File: config.mk
export PLATFORM = sky130hd
export DESIGN_NAME = bitmap_first_zero_search
export DESIGN_NICKNAME = d
export VERILOG_FILES = /design/src/hdl/bfzs_pkg.sv /design/src/hdl/bfzs_map_ram.sv /design/src/hdl/bitmap_first_zero_search.sv
export SDC_FILE = /design/constraint.sdc
export NUM_CORES = 1
export LEC_CHECK = 0
export BUFFER_PORTS_ARGS = -buffer_cell sky130_fd_sc_hd__buf_2
export CAP_MARGIN = 20
export CORE_MARGIN = 2
export CORE_UTILIZATION = 56
export DETAILED_ROUTE_END_ITERATION = 16
export PLACE_DENSITY = 0.81
export SLEW_MARGIN = 20
export SYNTH_ARGS = -nofsm -noshare
export SYNTH_HDL_FRONTEND = slang
export SYNTH_SLANG_ARGS = --single-unit
File: constraint.sdc
create_clock -name i_clk -period 3.9 [get_ports i_clk]
set_input_delay 0.585 -clock i_clk [delete_from_list [all_inputs] [get_ports i_clk]]
set_output_delay 0.585 -clock i_clk [all_outputs]
set_load 0.02 [all_outputs]
File: src/hdl/bfzs_pkg.sv
// ----------------------------------------------------------------------------
// bfzs_pkg
// Shared types and constants of the bitmap first-zero search block.
// ----------------------------------------------------------------------------
package bfzs_pkg;

    // Default number of bytes held in the allocation map.
    localparam int MAP_BYTES_DEF = 64;

    localparam int BYTE_W  = 8;
    localparam int BIDX_W  = 6;   // byte index of a write transaction
    localparam int START_W = 10;  // start bit of a search transaction
    localparam int IDX_W   = START_W - 3;  // byte position reachable by a search
    localparam int BIT_W   = 9;   // reported bit index
    localparam int STAT_W  = 2;

    // Configuration port.
    localparam int APB_AW = 3;
    localparam int APB_DW = 32;
    localparam logic [APB_AW-1:0] ADDR_SCAN_LEN = 3'd0;
    localparam logic [IDX_W-1:0]  SCAN_LEN_RST  = 7'd64;

    // Transaction kinds.
    localparam logic KIND_WRITE  = 1'b0;
    localparam logic KIND_SEARCH = 1'b1;

    // Result status codes.
    localparam logic [STAT_W-1:0] STAT_FOUND  = 2'd0;
    localparam logic [STAT_W-1:0] STAT_NONE   = 2'd1;
    localparam logic [STAT_W-1:0] STAT_BEYOND = 2'd2;

    typedef struct packed {
        logic               kind;
        logic [BIDX_W-1:0]  byte_index;
        logic [BYTE_W-1:0]  byte_value;
        logic [START_W-1:0] from_bit;
    } t_bfzs_in;

    typedef struct packed {
        logic [STAT_W-1:0] status;
        logic [BIT_W-1:0]  bit_index;
    } t_bfzs_out;

endpackage

File: src/hdl/bfzs_map_ram.sv
// ----------------------------------------------------------------------------
// bfzs_map_ram
// Single-port-write, single-port-read map memory with a registered read.
// ----------------------------------------------------------------------------
module bfzs_map_ram #(
    parameter int DEPTH = bfzs_pkg::MAP_BYTES_DEF,
    parameter int AW    = 6
) (
    input  logic                      i_clk,
    input  logic                      i_wr_en,
    input  logic [AW-1:0]             i_wr_addr,
    input  logic [bfzs_pkg::BYTE_W-1:0] i_wr_data,
    input  logic [AW-1:0]             i_rd_addr,
    output logic [bfzs_pkg::BYTE_W-1:0] o_rd_data
);
    import bfzs_pkg::*;

    logic [BYTE_W-1:0] r_mem [DEPTH];
    logic [BYTE_W-1:0] r_rd_data;

    always_ff @(posedge i_clk) begin
        if (i_wr_en) begin
            r_mem[i_wr_addr] <= i_wr_data;
        end
        r_rd_data <= r_mem[i_rd_addr];
    end

    assign o_rd_data = r_rd_data;

endmodule

File: src/hdl/bitmap_first_zero_search.sv
// ----------------------------------------------------------------------------
// bitmap_first_zero_search
// Allocation bitmap with a search for the lowest clear bit at or after a
// given start bit.
// ----------------------------------------------------------------------------
// After reset the block clears its map memory, one byte per cycle;
// input transactions are stalled during that pass, while configuration
// writes are taken as usual. A write transaction stores one map byte and
// produces no result. A search transaction reads map bytes one byte per
// cycle through the single read port of the map memory, from the start
// byte up to the first byte with a clear bit or the end of the map, and
// then passes its result on to the output register; a start beyond the
// map is reported without reading the map. The block works on one search
// at a time, but it accepts the next transaction while a finished result
// still waits in the output register.
// ----------------------------------------------------------------------------
module bitmap_first_zero_search #(
    parameter int MAP_BYTES = bfzs_pkg::MAP_BYTES_DEF
) (
    input  logic                         i_clk,
    input  logic                         i_rst_n,
    // Input transactions.
    input  logic                         i_in_valid,
    output logic                         o_in_stall,
    input  bfzs_pkg::t_bfzs_in           i_in_data,
    // Result transactions.
    output logic                         o_out_valid,
    input  logic                         i_out_stall,
    output bfzs_pkg::t_bfzs_out          o_out_data,
    // Configuration port.
    input  logic                         psel,
    input  logic                         penable,
    input  logic                         pwrite,
    input  logic [bfzs_pkg::APB_AW-1:0]  paddr,
    input  logic [bfzs_pkg::APB_DW-1:0]  pwdata,
    output logic [bfzs_pkg::APB_DW-1:0]  prdata,
    output logic                         pready
);
    import bfzs_pkg::*;

    // Address width of the map memory.
    localparam int AW = (MAP_BYTES > 1) ? $clog2(MAP_BYTES) : 1;
    // Largest map size a search can use: the memory depth or the largest
    // value of the size register, whichever is smaller.
    localparam logic [IDX_W-1:0] SIZE_CAP =
        IDX_W'((MAP_BYTES < (2 ** IDX_W) - 1) ? MAP_BYTES : (2 ** IDX_W) - 1);
    localparam logic [AW-1:0] CLR_LAST = AW'(MAP_BYTES - 1);

    typedef enum logic [3:0] {
        S_CLEAR = 4'b0001,
        S_IDLE  = 4'b0010,
        S_SCAN  = 4'b0100,
        S_DONE  = 4'b1000
    } t_state;

    // Position of the lowest clear bit of a byte that is not all ones.
    function automatic logic [2:0] lowest_clear(input logic [BYTE_W-1:0] d);
        logic [2:0] p;
        p = 3'd0;
        for (int k = BYTE_W - 1; k >= 0; k--) begin
            if (!d[k]) begin
                p = 3'(k);
            end
        end
        return p;
    endfunction

    t_state            r_state, n_state;
    logic [AW-1:0]     r_clr_addr;
    logic [IDX_W-1:0]  r_idx, n_idx;
    logic [BYTE_W-1:0] r_mask, n_mask;
    t_bfzs_out         r_res, n_res;
    logic              r_out_valid;
    t_bfzs_out         r_out_data;
    logic [IDX_W-1:0]  r_scan_len;

    logic              in_acc;
    logic              out_load;
    logic              cfg_wr;
    logic [IDX_W-1:0]  eff_size;
    logic [IDX_W-1:0]  start_byte;
    logic [2:0]        start_pos;
    logic [BYTE_W-1:0] scan_byte;
    logic              scan_hit;
    logic [IDX_W-1:0]  next_idx;
    logic [IDX_W-1:0]  rd_idx;

    logic              wr_en;
    logic [AW-1:0]     wr_addr;
    logic [BYTE_W-1:0] wr_data;
    logic [BYTE_W-1:0] rd_data;

    // The map memory. Writes and the clearing pass happen only in the idle
    // and clear states, and reads are used only while scanning; a used read
    // never meets a write to the same byte, so no forwarding is needed.
    bfzs_map_ram #(
        .DEPTH (MAP_BYTES),
        .AW    (AW)
    ) u_map_ram (
        .i_clk     (i_clk),
        .i_wr_en   (wr_en),
        .i_wr_addr (wr_addr),
        .i_wr_data (wr_data),
        .i_rd_addr (AW'(rd_idx)),
        .o_rd_data (rd_data)
    );

    assign in_acc   = i_in_valid && (r_state == S_IDLE);
    assign out_load = !r_out_valid || !i_out_stall;
    assign cfg_wr   = psel && penable && pwrite;

    // A size above the memory depth is saturated; a size of zero makes every
    // search report a start beyond the map.
    assign eff_size   = (r_scan_len > SIZE_CAP) ? SIZE_CAP : r_scan_len;
    assign start_byte = i_in_data.from_bit[START_W-1:3];
    assign start_pos  = i_in_data.from_bit[2:0];

    // Bits below the start position of the first byte count as used.
    assign scan_byte = rd_data | r_mask;
    assign scan_hit  = (scan_byte != {BYTE_W{1'b1}});
    assign next_idx  = r_idx + 1'b1;

    always_comb begin
        n_state = r_state;
        n_idx   = r_idx;
        n_mask  = r_mask;
        n_res   = r_res;
        rd_idx  = r_idx;
        wr_en   = 1'b0;
        wr_addr = r_clr_addr;
        wr_data = '0;
        unique case (r_state)
            S_CLEAR: begin
                wr_en = 1'b1;
                if (r_clr_addr == CLR_LAST) begin
                    n_state = S_IDLE;
                end
            end
            S_IDLE: begin
                if (in_acc) begin
                    if (i_in_data.kind == KIND_WRITE) begin
                        // Bytes past the end of the memory are dropped.
                        wr_en   = (int'(i_in_data.byte_index) < MAP_BYTES);
                        wr_addr = AW'(i_in_data.byte_index);
                        wr_data = i_in_data.byte_value;
                    end else if ((eff_size == '0) || (start_byte >= eff_size)) begin
                        n_res.status    = STAT_BEYOND;
                        n_res.bit_index = '0;
                        n_state         = S_DONE;
                    end else begin
                        rd_idx  = start_byte;
                        n_idx   = start_byte;
                        n_mask  = ~({BYTE_W{1'b1}} << start_pos);
                        n_state = S_SCAN;
                    end
                end
            end
            S_SCAN: begin
                if (scan_hit) begin
                    n_res.status    = STAT_FOUND;
                    n_res.bit_index = BIT_W'({r_idx, lowest_clear(scan_byte)});
                    n_state         = S_DONE;
                end else if (next_idx >= eff_size) begin
                    n_res.status    = STAT_NONE;
                    n_res.bit_index = '0;
                    n_state         = S_DONE;
                end else begin
                    // Later bytes are taken whole.
                    rd_idx = next_idx;
                    n_idx  = next_idx;
                    n_mask = '0;
                end
            end
            S_DONE: begin
                if (out_load) begin
                    n_state = S_IDLE;
                end
            end
            default: begin
                n_state = S_CLEAR;
            end
        endcase
    end

    // Control state.
    always_ff @(posedge i_clk) begin
        if (!i_rst_n) begin
            r_state     <= S_CLEAR;
            r_clr_addr  <= '0;
            r_out_valid <= 1'b0;
            r_scan_len  <= SCAN_LEN_RST;
        end else begin
            r_state <= n_state;
            if (r_state == S_CLEAR) begin
                r_clr_addr <= r_clr_addr + 1'b1;
            end
            if ((r_state == S_DONE) && out_load) begin
                r_out_valid <= 1'b1;
            end else if (!i_out_stall) begin
                r_out_valid <= 1'b0;
            end
            if (cfg_wr && (paddr == ADDR_SCAN_LEN)) begin
                r_scan_len <= pwdata[IDX_W-1:0];
            end
        end
    end

    // Scan position, first-byte mask and results.
    always_ff @(posedge i_clk) begin
        r_idx  <= n_idx;
        r_mask <= n_mask;
        r_res  <= n_res;
        if ((r_state == S_DONE) && out_load) begin
            r_out_data <= r_res;
        end
    end

    // Register read-back.
    always_comb begin
        unique case (paddr)
            ADDR_SCAN_LEN: prdata = APB_DW'(r_scan_len);
            default:       prdata = '0;
        endcase
    end

    assign pready      = 1'b1;
    assign o_in_stall  = (r_state != S_IDLE);
    assign o_out_valid = r_out_valid;
    assign o_out_data  = r_out_data;

endmodule

==> impl_metrics.ini, run 1 <==
[cells_and_area]
layoutNonFillerInstCount = 2549
postLayoutCoreUtil = 0.661
fin_nets = 1996
drive_gt1_frac = 0.214
syn2layout_area_growth_pct = 17.1

[drt]
ant_nets = 0
wl_per_cell_um = 26.7
avgViaCountPerCell = 6.86
drt_iter0_drc = 2904
route.detailed.drc = 0
drtPass1Iterations = 6
finalWirelength_mm = 68.1
vias = 17494

[synth]
synth_most_common_cell = edfxtp_1
syn_inst = 1794
syn_area_mm2 = 0.0248
synth_top_area_share = 0.656
synth.distinct_cells = 65
yosys-top-cells-area = edfxtp_1 (66%), and3_1 (3.9%), a221oi_1 (3.8%)
ys.flop_type = edfxtp_1
synth_common_cells = edfxtp_1 (542), and3_1 (155), a221oi_1 (107)
avgSynthCellArea_um2 = 13.8
synth-edff-count = 542
synth_top_area_cell = edfxtp_1
ys.warnings.count = 0
async_flop_share = 0
synth-seq-cells = 574
synth-seq-area-share = 0.682

[clock_network]
cts.path.max_buffers = 3
cts-root-buf = clkbuf_16
insertion_delay_ns = 0.63
ctsHtreeMaxLevel = 2
numCtsBuffers = 55
path_clk_slew_ns = 0.06
holdBufCountCts = 0
clock-sinks = 574
cts_tree = built

[worst_setup_path]
crit_type = reg2reg
cp-end-kind = flip-flop
crit_chain = ha_4, nand3_4, buf_6, xnor2_1, ha_1, a21oi_2, o21a_1, o211ai_1, buf_4, o221ai_4, and3_4, buf_12, inv_8, clkbuf_16, buf_4, a221oi_1, or4bb_1, nand4_1, and4_1
cpLargestDelayFamily = simple AND/OR/NAND/NOR gates
start_kind = flip-flop
crit_slowest_cell = dfxtp_2
cp.buffers_inverters = 6
cp_common_cell = buf_4
crit_fanout = 7
r2r_slack_ns = -0.07
arrival_ns = 4.47
cp.required_ns = 4.40
slowest_delay_ns = 0.36

[sta]
rsz0062_at_grt = true
fin_crit_sh = 1.02
fin_skew_ns = 0.0404
setup_violations = 6
worst_pin_slew_ns = 0.936
slew_violations = 0
min_period_ns = 3.97
max_slew_margin = 0.374
fin_ws_ns = -0.0736
fmax_mhz = 252
finalHoldViolations = 0

[run_status]
status = finished with violations
violations = negative setup slack

[floorplan]
die_x_um = 214
row_count = 77
start_util = 0.565
die_area_mm2 = 0.0460
dieHeight_um = 214
io_pins = 113
core_mm2 = 0.0439

[run]
cap_violations = 0

[placement]
dp.cells = 2425
routabilityCongestion = 0.909
port_buffers = 61
dp_hpwl_mm = 39.9

[grt]
grt_use_total = 0.277
grt_max_degree = 81
grt_overflow = 0
grt_pass1_wl_mm = 97.4
antenna_found_initial = 1
grt_pass1_vias = 16467

[pwr]
power_leakage_nw = 10.4
power_density_mw_per_mm2 = 427
ir_worst_vdd_mv = 0.343

[min_path]
hold_path_class = in2reg
==> report_power, final <==
part / switching (W) / internal, W / leakage, nW
clock network: 0.00227 / 0.00291 / 0.833
logic: 0.000316 / 0.000185 / 4.27
registers: 0.0000288 / 0.00669 / 5.32
total: 0.00261 / 0.00979 / 10.4
==> through the flow <==
stage	instance area, µm²	hold slack [ns]	total power, W	setup TNS (ns)	setup WS (ns)
2_1_floorplan	24900	0.400	0.00710	0	0.181
3_3_place_gp	26500	0.403	0.00727	-0.384	-0.126
3_5_place_dp	26500	0.405	0.00728	-1.07	-0.209
4_1_cts	28300	0.217	0.0123	-0.0283	-0.0207
5_1_grt	29000	0.236	0.0126	-14.49	-0.155
6_report	29100	0.232	0.0124	-0.274	-0.0736
==> cells by family (layout without fill, tap and decap cells) <==
| kind of cell | count (synthesis) | after routing | synth area share |
|---|---|---|---|
| multiplexers | 34 | 34 | 0.0149 |
| adder cells (fa/ha/maj) | 16 | 16 | 0.00807 |
| buffers and inverters | 237 | 374 | 0.0421 |
| AND/OR/NAND/NOR | 527 | 527 | 0.125 |
| AO/OA/AOI/OAI | 395 | 395 | 0.125 |
| other | 2 | 28 | 0.000303 |
| XOR/XNOR | 9 | 9 | 0.00318 |
| flip-flops | 574 | 574 | 0.682 |
==> placed cells by master, fill, tap and decap left out, types with 14 or more instances in the layout <==
cell	netlist	layout
ha_1	16	14
or4bb_1	31	31
nand2_1	82	82
a21oi_1	52	49
clkbuf_1	98	14
edfxtp_1	542	542
a221o_1	38	38
clkbuf_16	0	62
nor2_1	92	61
a211o_1	38	38
inv_1	60	59
mux2_2	24	24
buf_2	33	61
dfxtp_1	32	29
conb_1	2	26
a221oi_1	107	94
buf_12	0	28
buf_4	28	98
nor2_2	0	29
a31oi_1	32	18
and3_1	155	154
o211ai_1	77	77
nand4_1	82	82
==> path summary, 6_finish.rpt <==
path                          start                              to  cells past startpoint
max reg2reg        r_idx[0]$_DFF_P_  u_map_ram.o_rd_data[7]$_DFF_P_                     19
min                       pwdata[3]      r_scan_len[3]$_SDFFE_PN0P_                      3
min reg2reg  r_res[4]$_SDFFCE_PN0P_         o_out_data[4]$_DFFE_PP_                      0
max                r_idx[0]$_DFF_P_  u_map_ram.o_rd_data[7]$_DFF_P_                     19
==> routing by layer <==
metal  vias to the layer above  share of wire  track usage
met5                         -        0.00016            0
met4                         2          0.051        0.118
met3                       268           0.13       0.0689
met2                      1385           0.47        0.445
met1                      8479           0.35        0.361
li1                       7360              -            -
==> worst min-delay path, stage by stage <==
cell     delay (ns)
buf_2          0.08
mux2i_1        0.06
nor2b_1        0.10
==> state kept, by name (all words and copies together) (netlist names) <==
register             flops
r_state                  4
r_clr_addr               6
o_out_data              11
u_map_ram.o_rd_data      8
r_idx                    7
u_map_ram.r_mem        512
r_scan_len               7
r_mask                   7
r_res                   11
o_out_valid              1
==> timing repair <==
item                       4_1_cts  5_1_grt
pin swaps                       15       45
cloned                           0        9
gates resized for setup         18      106
setup endpoints to repair        8      328
buffers inserted                 4       10
==> area by class of cell <==
cell class                      instances  area, µm²
Clock inverter                         27        253
Clock buffer                           72       1470
Fill cell                            2827      14900
Inverter                               63        251
Tap cell                              592        741
Multi-Input combinational cell       1007       7400
Antenna cell                            2       5.00
Sequential cell                       574      16900
Timing Repair inverter                  2       20.0
Timing Repair Buffer                  210       2000
No activity file was read; power rests on OpenSTA's default activity.
==> run 2: changes to the inputs <==
--- a/config.mk
+++ b/config.mk
@@ -8,9 +8,10 @@
 export BUFFER_PORTS_ARGS = -buffer_cell sky130_fd_sc_hd__buf_2
 export CAP_MARGIN = 20
 export CORE_MARGIN = 2
-export CORE_UTILIZATION = 56
+export CORE_UTILIZATION = 35
 export DETAILED_ROUTE_END_ITERATION = 16
-export PLACE_DENSITY = 0.81
+export PLACE_DENSITY = 0.56
+export SETUP_SLACK_MARGIN = 0.15
 export SLEW_MARGIN = 20
 export SYNTH_ARGS = -nofsm -noshare
 export SYNTH_HDL_FRONTEND = slang
==> run 2 against run 1 <==
Against the previous run: the flow still finishes with violations (negative setup slack); combinational power grew 5.2%; clock skew shrank 0.026 ns; sequential cell count is the same; total power grew 4.4%; die area grew 59%; global-route usage shrank 8.3 points; fmax grew 1.6%; clock power grew 10%; utilization shrank 23 points.
==> impl_metrics.ini, run 2 (synthesis results as in run 1) <==
[run_status]
status = finished with violations
violations = negative setup slack

[pwr]
power_leakage_nw = 11.1
power_density_mw_per_mm2 = 425
ir_worst_vdd_mv = 0.330

[placement]
dp_hpwl_mm = 43.3
port_buffers = 61
routabilityCongestion = 0.847
dp.cells = 2861

[min_path]
hold_path_class = in2reg

[clock_network]
cts-root-buf = clkbuf_16
ctsHtreeMaxLevel = 2
clock-sinks = 574
numCtsBuffers = 59
cts_tree = built
insertion_delay_ns = 0.63
cts.path.max_buffers = 3
path_clk_slew_ns = 0.06

[floorplan]
core_mm2 = 0.0701
start_util = 0.354
row_count = 97
die_x_um = 270
dieHeight_um = 270
io_pins = 113
die_area_mm2 = 0.0730

[grt]
antenna_found_initial = 0
grt_pass1_wl_mm = 107
grt_use_total = 0.193
grt_max_degree = 73
grt_pass1_vias = 16735
grt_overflow = 0

[cells_and_area]
drive_gt1_frac = 0.229
n_antenna_cell = 0
postLayoutCoreUtil = 0.434
final_common_cell = edfxtp_1
syn2layout_area_growth_pct = 22.7
fin_nets = 2096
layout_common_cells = edfxtp_1 (542), buf_4 (188), and3_1 (154)
layoutNonFillerInstCount = 3004
largest_register_ffs = 512
largest-register = u_map_ram.r_mem

[drt]
ant_nets = 0
wl_per_cell_um = 24.4
vias = 16904
drtPass1Iterations = 6
avgViaCountPerCell = 5.63
drt_iter0_drc = 1774
route.detailed.drc = 0
finalWirelength_mm = 73.4

[sta]
slew_violations = 0
fin_ws_ns = -0.00966
setup_violations = 1
fin_skew_ns = 0.0146
worst_pin_slew_ns = 1.07
min_period_ns = 3.91
rsz0062_at_grt = true
finalHoldViolations = 0
fin_crit_sh = 1.00
fmax_mhz = 256
max_slew_margin = 0.288

[worst_setup_path]
crit_type = reg2reg
arrival_ns = 4.42
cp-end-kind = flip-flop
cp.required_ns = 4.42
start_kind = flip-flop
crit_fanout = 6

[run]
cap_violations = 0
run 2: cell count changes in the layout (fill, tap and decap cells not counted), sizes merged:
cell	change
buf	+95
clkbuf	+6
bufbuf	+4
bufinv	+4
clkinv	+4
inv	-3
diode	-2
clkinvlp	-1
run 2: final timing paths:
kind / from / to / slack, ns / depth (start not counted)
max: r_idx[1]$_DFF_P_ / u_map_ram.o_rd_data[7]$_DFF_P_ / -0.01 / 20
min: pwdata[6] / r_scan_len[6]$_SDFFE_PN1P_ / 0.19 / 3
min reg2reg: r_res[7]$_SDFFCE_PN0P_ / o_out_data[7]$_DFFE_PP_ / 0.42 / 0
max reg2reg: r_idx[1]$_DFF_P_ / u_map_ram.o_rd_data[7]$_DFF_P_ / -0.01 / 20
run 2: metrics by stage:
stage / cell area [µm²] / hold WS (ns) / worst slack (ns) / power [W] / TNS (ns)
after floorplan: 24900 / 0.400 / 0.181 / 0.00710 / 0
after global placement: 27600 / 0.410 / -0.249 / 0.00733 / -1.39
after detailed placement: 27600 / 0.408 / -0.262 / 0.00733 / -1.47
after CTS: 30100 / 0.160 / 0.0252 / 0.0130 / 0
after global routing: 30400 / 0.196 / -0.169 / 0.0133 / -0.932
final: 30400 / 0.193 / -0.00966 / 0.0129 / -0.00966
run 2: area by class of cell:
cell class                 count  area, µm²
multi-input combinational   1007       7200
inverter                      63        245
sequential                   574      16900
timing repair buffer         308       2940
tap                          940       1180
clock buffer                  79       1570
fill                        6376      39700
clock inverter                33        374
run 2: routing by layer:
metal	GRT usage	vias up	share of wire	wire length [µm]
li1	-	7571	-	-
met1	0.268	8478	0.43	31500
met2	0.307	735	0.46	34000
met3	0.0341	120	0.078	5760
met4	0.0657	0	0.029	2160
met5	0	-	0	0
run 2: where the power goes:
group | switching, W | leakage [nW] | internal, W | total (W)
logic | 0.000316 | 4.89 | 0.000210 | 0.000527
clock network | 0.00235 | 0.932 | 0.00335 | 0.00570
registers | 0.0000282 | 5.32 | 0.00669 | 0.00671
total | 0.00269 | 11.1 | 0.0102 | 0.0129
run 2: worst max-delay path, stage by stage (launching register included):
cell and delay [ns]:
dfxtp_4 0.36, ha_4 0.17, nand3_4 0.08, buf_6 0.13
xnor2_1 0.17, ha_1 0.29, a21oi_2 0.14, o21a_1 0.15
o211ai_1 0.12, buf_4 0.18, o221ai_4 0.14, and3_4 0.26
inv_8 0.06, buf_16 0.15, buf_12 0.15, buf_4 0.14
clkbuf_16 0.15, mux2_2 0.26, o211ai_1 0.26, nand4_1 0.21
and4_1 0.19
run 2: what timing repair did:
item | CTS | global route
setup endpoints to repair | 8 | 8
buffers inserted | 15 | 4
gates cloned | 7 | 5
pin swaps | 34 | 30
hold buffers | 0 | 0
resized for setup | 41 | 27
